[src/sv/c8x_pkg.sv]
`timescale 1ns / 1ps
// ----------------------------------------------------------------------------
// c8x_pkg: shared types and constants for the CHIP-8 instruction executor
// Action codes, fault codes, shared-unit operation codes and unit ports.
// ----------------------------------------------------------------------------
package c8x_pkg;

  localparam int MEM_BYTES_DEF     = 4096;
  localparam int SCREEN_WIDTH_DEF  = 64;
  localparam int SCREEN_HEIGHT_DEF = 32;
  localparam int STACK_DEPTH_DEF   = 16;

  localparam logic [11:0] OP_CLS     = 12'h0E0;
  localparam logic [11:0] OP_RET     = 12'h0EE;
  localparam logic [3:0]  FLAG_REG   = 4'hF;
  localparam logic [11:0] ADDR_MASK  = 12'hFFF;
  localparam logic [11:0] PC_RESET   = 12'd512;

  localparam logic [0:0]  CFG_SHIFT_VY = 1'b0;
  localparam logic [0:0]  CFG_PC_START = 1'b1;

  typedef enum logic [1:0] {
    ACT_LOAD = 2'd0,
    ACT_EXEC = 2'd1,
    ACT_READ = 2'd2,
    ACT_NONE = 2'd3
  } action_t;

  typedef enum logic [1:0] {
    FLT_NONE      = 2'd0,
    FLT_UNKNOWN   = 2'd1,
    FLT_OVERFLOW  = 2'd2,
    FLT_UNDERFLOW = 2'd3
  } fault_t;

  // shared ALU operations
  typedef enum logic [2:0] {
    ALU_PASS = 3'd0,
    ALU_OR   = 3'd1,
    ALU_AND  = 3'd2,
    ALU_XOR  = 3'd3,
    ALU_ADD  = 3'd4,
    ALU_SUB  = 3'd5,
    ALU_SHR  = 3'd6,
    ALU_SHL  = 3'd7
  } alu_op_t;

  typedef struct packed {
    alu_op_t    op;
    logic [7:0] a;
    logic [7:0] b;
  } alu_req_t;

  typedef struct packed {
    logic [7:0] res;
    logic       flag;
    logic       eq;
  } alu_rsp_t;

endpackage

[src/sv/c8x_alu.sv]
`timescale 1ns / 1ps
// ----------------------------------------------------------------------------
// c8x_alu: shared byte arithmetic unit
// Logic, add, subtract, shifts and equality for the register and skip instructions.
// ----------------------------------------------------------------------------
module c8x_alu
  import c8x_pkg::*;
(
  input  alu_req_t req,
  output alu_rsp_t rsp
);

  logic [8:0] sum;
  logic [8:0] dif;

  always_comb begin
    sum = {1'b0, req.a} + {1'b0, req.b};
    dif = {1'b0, req.a} - {1'b0, req.b};
    rsp.eq = (req.a == req.b);
    rsp.flag = 1'b0;
    rsp.res = req.b;
    case (req.op)
      ALU_PASS: rsp.res = req.b;
      ALU_OR:   rsp.res = req.a | req.b;
      ALU_AND:  rsp.res = req.a & req.b;
      ALU_XOR:  rsp.res = req.a ^ req.b;
      ALU_ADD: begin
        rsp.res = sum[7:0];
        rsp.flag = sum[8];
      end
      ALU_SUB: begin
        rsp.res = dif[7:0];
        rsp.flag = ~dif[8];
      end
      ALU_SHR: begin
        rsp.res = {1'b0, req.a[7:1]};
        rsp.flag = req.a[0];
      end
      ALU_SHL: begin
        rsp.res = {req.a[6:0], 1'b0};
        rsp.flag = req.a[7];
      end
      default: rsp.res = req.b;
    endcase
  end

endmodule

[config.mk]
export PLATFORM = sky130hd
export DESIGN_NAME = c8x_alu
export DESIGN_NICKNAME = d
export VERILOG_FILES = /design/src/sv/c8x_pkg.sv /design/src/sv/c8x_alu.sv
export SDC_FILE = /design/constraint.sdc
export NUM_CORES = 1
export LEC_CHECK = 0
export BUFFER_PORTS_ARGS = -buffer_cell sky130_fd_sc_hd__buf_2
export CAP_MARGIN = 20
export CORE_UTILIZATION = 55
export DETAILED_ROUTE_END_ITERATION = 10
export PLACE_DENSITY = 0.8
export SLEW_MARGIN = 20
export SYNTH_ARGS = -nofsm -noshare
export SYNTH_HDL_FRONTEND = slang
export SYNTH_SLANG_ARGS = --single-unit
[constraint.sdc]
create_clock -name vclk -period 2.25
set_clock_uncertainty 0.15 [all_clocks]
set_input_delay 0.225 -clock vclk [all_inputs]
set_output_delay 0.225 -clock vclk [all_outputs]
set_load 0.01 [all_outputs]
==> results of run 1 <==
-- stage by stage --
stage / std cells / cell area [um2] / setup TNS, ns / util / hold slack, ns
floorplan: 203 / 1450 / 0 / - / 0.445
global placement: 300 / 1930 / -0.226 / 0.780 / 0.669
detailed placement: 300 / 1930 / -0.443 / 0.780 / 0.664
CTS: 300 / 2030 / -0.0163 / 0.820 / 0.664
global route: 307 / 2240 / -0.424 / 0.904 / 0.688
finish: 307 / 2240 / -0.0350 / 0.904 / 0.663
-- worst min-delay path, delay by kind of cell --
| family | cells | cell delay (ns) |
|---|---|---|
| compound gates | 1 | 0.07 |
| buf+inv | 3 | 0.29 |
-- placed cells by master (no fill, tap or decap), drive strengths merged, types with 2 or more instances in the layout --
cell type,Yosys,routed
nand2,14,14
o21a,3,3
nor2b,5,5
a21o,3,3
fa,2,2
a211oi,4,4
a31oi,5,5
clkinv,1,2
o32a,3,3
nand2b,4,4
inv,26,25
or2,2,2
mux2i,11,11
o32ai,2,2
nor2,19,19
buf,10,83
o22ai,3,3
nand4,2,2
mux4,2,2
nor3,7,7
a21oi,13,13
nor4,2,2
o21ai,10,10
and3,2,2
a221oi,3,3
nand3,3,3
ha,26,26
-- layout make-up --
class	instances	area, um2	share of cell area
multi-input cells	166	1490	0.665
inverters	27	111	0.0497
diodes	1	2.50	0.00112
well taps	30	37.5	0.0168
repair buffers	83	599	0.268
-- logic make-up after synthesis --
| logic type | synth area share |
|---|---|
| compound gates | 0.288 |
| xor+xnor | 0.0121 |
| fa+ha+maj | 0.252 |
| buf+inv | 0.111 |
| mux | 0.115 |
| simple gates | 0.222 |
-- per-layer routing --
metal  vias up  share of wire
li1        880              -
met1       894           0.36
met2       199           0.46
met3        58           0.12
met4         0          0.071
met5         -              0
-- final timing paths --
path	slack, ns	end	cells after the start
max	-0.02	rsp[7]	9
min	0.66	rsp[3]	4
-- what timing repair did --
action                                  in CTS  in global routing
endpoints found under the setup margin       5                  7
setup buffers                                0                  6
endpoints found under the hold margin        0                  0
resized for setup                           19                 42
pin swaps                                    7                 20
==> out/results.txt, run 1 <==
Final nets -> 325
Initial Util -> 0.585
Seq Cell Count -> 0
Hold Crit Start -> req[1]
Distinct cells, synth -> 51
Synth area leader -> ha_1
row cnt -> 18
core area -> 2480 um2
largest net degree at the start of global routing -> 13
synth warn -> 0
layout cells sized above 1 -> 0.471
crit path buf inv count -> 4
RSZ-0062 raised after global routing -> yes
violated checks -> setup timing
register area share after synthesis -> 0
M1 GR Usage -> 0.444
Fillers -> 102
register area -> 0 um2
gr busiest metal -> met2
total track usage -> 0.357
most frequent cell after synthesis -> ha_1
vias in the first global route -> 1736
Final Setup Violations -> 2
Synth top area share -> 0.225
PnR worst setup slack -> -0.0221 ns
Worst-Margin Slew -> 0.578 ns
drt pass-1 iters -> 5
initial antenna violation count -> 1
most used cell, CP -> buf_2
layout clock buffer count -> 0
Slowest-stage cell, CP -> o32a_1
CP cell instances -> buf_2 -> inv_1 -> ha_4 -> buf_4 -> o21ai_2 -> nand2_1 -> and4_1 -> o32a_1 -> buf_2
ports placed on the boundary -> 29
number of DRC markers in iteration 0 -> 154
Avg Synthesized Cell Area -> 7.14 um2
Arr. time, crit path -> 1.90 ns
crit path max fanout -> 5
Routed Antenna Nets -> 0
top cells by area, synth -> ha_1, mux2i_1, inv_1, nor2_1, a21oi_1
GR Overflow Total -> 0
Slew HR -> 0.613
Area growth, synth to finish -> 54.5%
Post-CTS Hold Fix Bufs -> 0
max_cap viols -> 0
Die Y -> 53.3 um
Max Clk Rate -> 0.440 GHz
Syn Inst Count -> 203
Post-Syn Area -> 1450 um2
status -> finished, violations left
Final Cycle Share -> 1.01
DR DRC count -> 0
final hold vios -> 0
crit path kind -> in -> out
post-place setup slack -> -0.141 ns
HPWL Detailed -> 3.59 mm
WL per Instance -> 20.2 um
Slew Viols, Final -> 0
RePlAce Congestion -> 0.941
Total Routed Length -> 6.19 mm
met2 Track Usage GR -> 0.621
die area -> 2840 um2
Syn Nets -> 250
Post-synth top cells -> ha_1, inv_1, nor2_1, nand2_1, a21oi_1
Crit. Startpoint -> req[10]
Worst Path Required -> 1.88 ns
worst min path class -> in -> out
met3 Use GR -> 0.0374
Die X -> 53.3 um
crit start category -> primary input
endpoint type of the worst setup path -> output pin
CP top delay family -> buffers and inverters
Vias -> 2031
Port Buf Inserts -> 29
slowest stage delay, CP -> 0.33 ns
via density per instance -> 6.62
first-pass GRT wire length -> 7.58 mm
min cycle time layout -> 2.27 ns
==> run 2, diff against run 1 <==
--- a/config.mk
+++ b/config.mk
@@ -5,10 +5,12 @@
 export SDC_FILE = /design/constraint.sdc
 export NUM_CORES = 1
 export LEC_CHECK = 0
+export ABC_AREA = 1
 export BUFFER_PORTS_ARGS = -buffer_cell sky130_fd_sc_hd__buf_2
 export CAP_MARGIN = 20
 export CORE_UTILIZATION = 55
 export DETAILED_ROUTE_END_ITERATION = 10
+export GPL_TIMING_DRIVEN = 0
 export PLACE_DENSITY = 0.8
 export SLEW_MARGIN = 20
 export SYNTH_ARGS = -nofsm -noshare
==> run 2 against run 1 <==
  * The run now ends clean
  * Global-route usage fell by 6.4 points
  * Non-clock buffer count fell by 51
  * Die area fell by 4.4%
  * Via count fell by 19%
  * Area after synthesis fell by 4.6%
  * Wire length fell by 37%
  * Critical path depth rose by 3
  * Largest cell class unchanged
  * Synthesized cell count rose by 20%
  * Setup slack improved by 0.14 ns
  * Maximum frequency rose by 6.5%
  * Clock-buffer cell count did not move
==> out/results.txt, run 2 <==
worst min path class -> in -> out (unchanged)
Setup TNS Final -> 0 ns (was -0.0350 ns)
most frequent cells in the layout -> nand2_1, inv_1, buf_2 (was buf_4, buf_2, nor2_1)
core area -> 2300 um2 (was 2480 um2)
Syn Nets -> 290 (was 250)
P per Cell Area -> 219 nW/um2
layout clock buffer count -> 0 (unchanged)
Seq Cell Count -> 0 (unchanged)
crit path kind -> in -> out (unchanged)
Worst Path Required -> 1.88 ns (about the same)
Vias -> 1643 (was 2031)
ports placed on the boundary -> 29 (unchanged)
die area -> 2720 um2 (was 2840 um2)
Post-synth top cells -> nand2_1, inv_1, nand3_1, ha_1, nor2_1 (was ha_1, inv_1, nor2_1, nand2_1, a21oi_1)
Post-CTS Hold Fix Bufs -> 0 (unchanged)
Max Clk Rate -> 0.469 GHz (was 0.440 GHz)
number of DRC markers in iteration 0 -> 86 (was 154)
final hold vios -> 0 (unchanged)
Multi-input gate area -> 1230 um2 (was 1490 um2)
initial antenna violation count -> 0 (was 1)
via density per instance -> 5.49 (was 6.62)
RePlAce Congestion -> 0.875 (was 0.941)
Crit. Startpoint -> req[8] (was req[10])
largest net degree at the start of global routing -> 10 (was 13)
Power, Total -> 0.348 mW
worst vdd ir -> 0.138 mV
top cells by area, synth -> ha_1, nand2_1, inv_1, nand3_1, nor2_1 (was ha_1, mux2i_1, inv_1, nor2_1, a21oi_1)
Distinct cells, synth -> 30 (was 51)
layout cells sized above 1 -> 0.181 (was 0.471)
leakage -> 0.885 nW
Slew Viols, Final -> 0 (unchanged)
vias in the first global route -> 1403 (was 1736)
drt pass-1 iters -> 4 (was 5)
Total Routed Length -> 3.87 mm (was 6.19 mm)
endpoint type of the worst setup path -> output pin (unchanged)
total track usage -> 0.294 (was 0.357)
Synth top area share -> 0.235 (was 0.225)
Routed Antenna Nets -> 0 (unchanged)
most frequent cell after synthesis -> nand2_1 (was ha_1)
DR DRC count -> 0 (unchanged)
WL per Instance -> 13.0 um (was 20.2 um)
Fillers -> 255 (was 102)
fin area -> 1590 um2 (was 2240 um2)
most common cell after layout, fill and taps aside -> nand2_1 (was buf_4)
Arr. time, crit path -> 1.76 ns (was 1.90 ns)
Initial Util -> 0.602 (was 0.585)
Die X -> 52.1 um (was 53.3 um)
RSZ-0062 raised after global routing -> yes (unchanged)
Final Setup Violations -> 0 (was 2)
min cycle time layout -> 2.13 ns (was 2.27 ns)
max_cap viols -> 0 (unchanged)
Post-Syn Area -> 1380 um2 (was 1450 um2)
Final Cycle Share -> 0.948 (was 1.01)
Worst-Margin Slew -> 0.443 ns (was 0.578 ns)
first-pass GRT wire length -> 6.13 mm (was 7.58 mm)
Avg Synthesized Cell Area -> 5.69 um2 (was 7.14 um2)
placed inst area -> 1560 um2 (was 1930 um2)
crit path max fanout -> 4 (was 5)
Synth area leader -> ha_1 (unchanged)
Die Y -> 52.1 um (was 53.3 um)
crit start category -> primary input (unchanged)
GR Overflow Total -> 0 (unchanged)
HPWL Detailed -> 2.97 mm (was 3.59 mm)
register area share after synthesis -> 0 (unchanged)
Area growth, synth to finish -> 15.1% (was 54.5%)
n_diodes -> 0 (was 1)
crit path to -> rsp[1] (was rsp[7])
Slew HR -> 0.704 (was 0.613)
synth warn -> 0 (unchanged)
final core occ -> 0.693 (was 0.904)
Final nets -> 320 (was 325)
status -> finished clean (was finished, violations left)
register area -> 0 um2 (unchanged)
Syn Inst Count -> 243 (was 203)
row cnt -> 17 (was 18)
Port Buf Inserts -> 28 (was 29)
[run 2: cell types whose count changed in the layout (fill, tap and decap cells not counted), sizes merged, moves of 4 or more]
cell,delta
mux2i,-11
nand4,+8
buf,-51
nor2b,-5
a31oi,-5
inv,+17
nand3,+27
nand2,+49
nand2b,-4
o21ai,-7
nor2,+7
[run 2: logic make-up (layout without fill, tap and decap cells)]
logic type	Yosys count	in the layout	synth area share
AO/OA/AOI/OAI	30	30	0.138
XOR/XNOR	1	1	0.00634
adder cells (fa/ha/maj)	28	28	0.264
buffers and inverters	47	75	0.135
AND/OR/NAND/NOR	137	137	0.457
[run 2: how the worst min path moves through the flow]
stage	end	start	cells past startpoint	slack, ns
detailed placement	rsp[3]	req[1]	4	0.64
CTS	rsp[3]	req[1]	4	0.64
global route	rsp[5]	req[3]	4	0.67
floorplan	rsp[2]	req[0]	2	0.43
finish	rsp[5]	req[3]	4	0.64
global placement	rsp[3]	req[1]	4	0.63
[run 2: worst max-delay path, cell delays in order]
cell	delay, ns
buf_2	0.12
inv_1	0.13
ha_1	0.17
inv_1	0.06
fa_2	0.37
nand2_1	0.10
nand3_1	0.09
nand2_1	0.09
o211ai_1	0.09
nand2_1	0.08
nand3b_1	0.08
buf_2	0.14
[run 2: repair_timing]
action,in CTS,in global routing
hold endpoints to repair,0,0
resized for setup,0,8
endpoints found under the setup margin,0,3
setup buffers,0,0
[run 2: final cells by class]
class,instances,area share
inverters,43,0.101
plain buffers,4,0.0157
repair buffers,28,0.0880
multi-input cells,196,0.773
well taps,28,0.0220
[run 2: stage by stage]
stage	hold WS, ns	worst slack [ns]	instances
after floorplan	0.432	0.428	243
after global placement	0.627	0.0958	299
after detailed placement	0.635	0.0516	299
after CTS	0.638	0.0357	299
after global routing	0.666	-0.0331	299
final	0.637	0.116	299
[run 2: metal layers]
| layer | track usage | vias to the layer above | part of all wire |
|---|---|---|---|
| li1 | - | 857 | - |
| met1 | 0.415 | 729 | 0.47 |
| met2 | 0.511 | 57 | 0.46 |
| met3 | 0.0146 | 0 | 0.074 |
| met4 | 0.0132 | 0 | 0 |
| met5 | 0 | - | 0 |
[run 2: power by group]
part | leakage [nW] | internal (mW) | total (mW) | switching, mW
clock network | 0 | 0 | 0 | 0
registers | 0 | 0 | 0 | 0
logic | 0.885 | 0.128 | 0.348 | 0.220
total | 0.885 | 0.128 | 0.348 | 0.220
No activity file was read; power rests on OpenSTA's default activity.
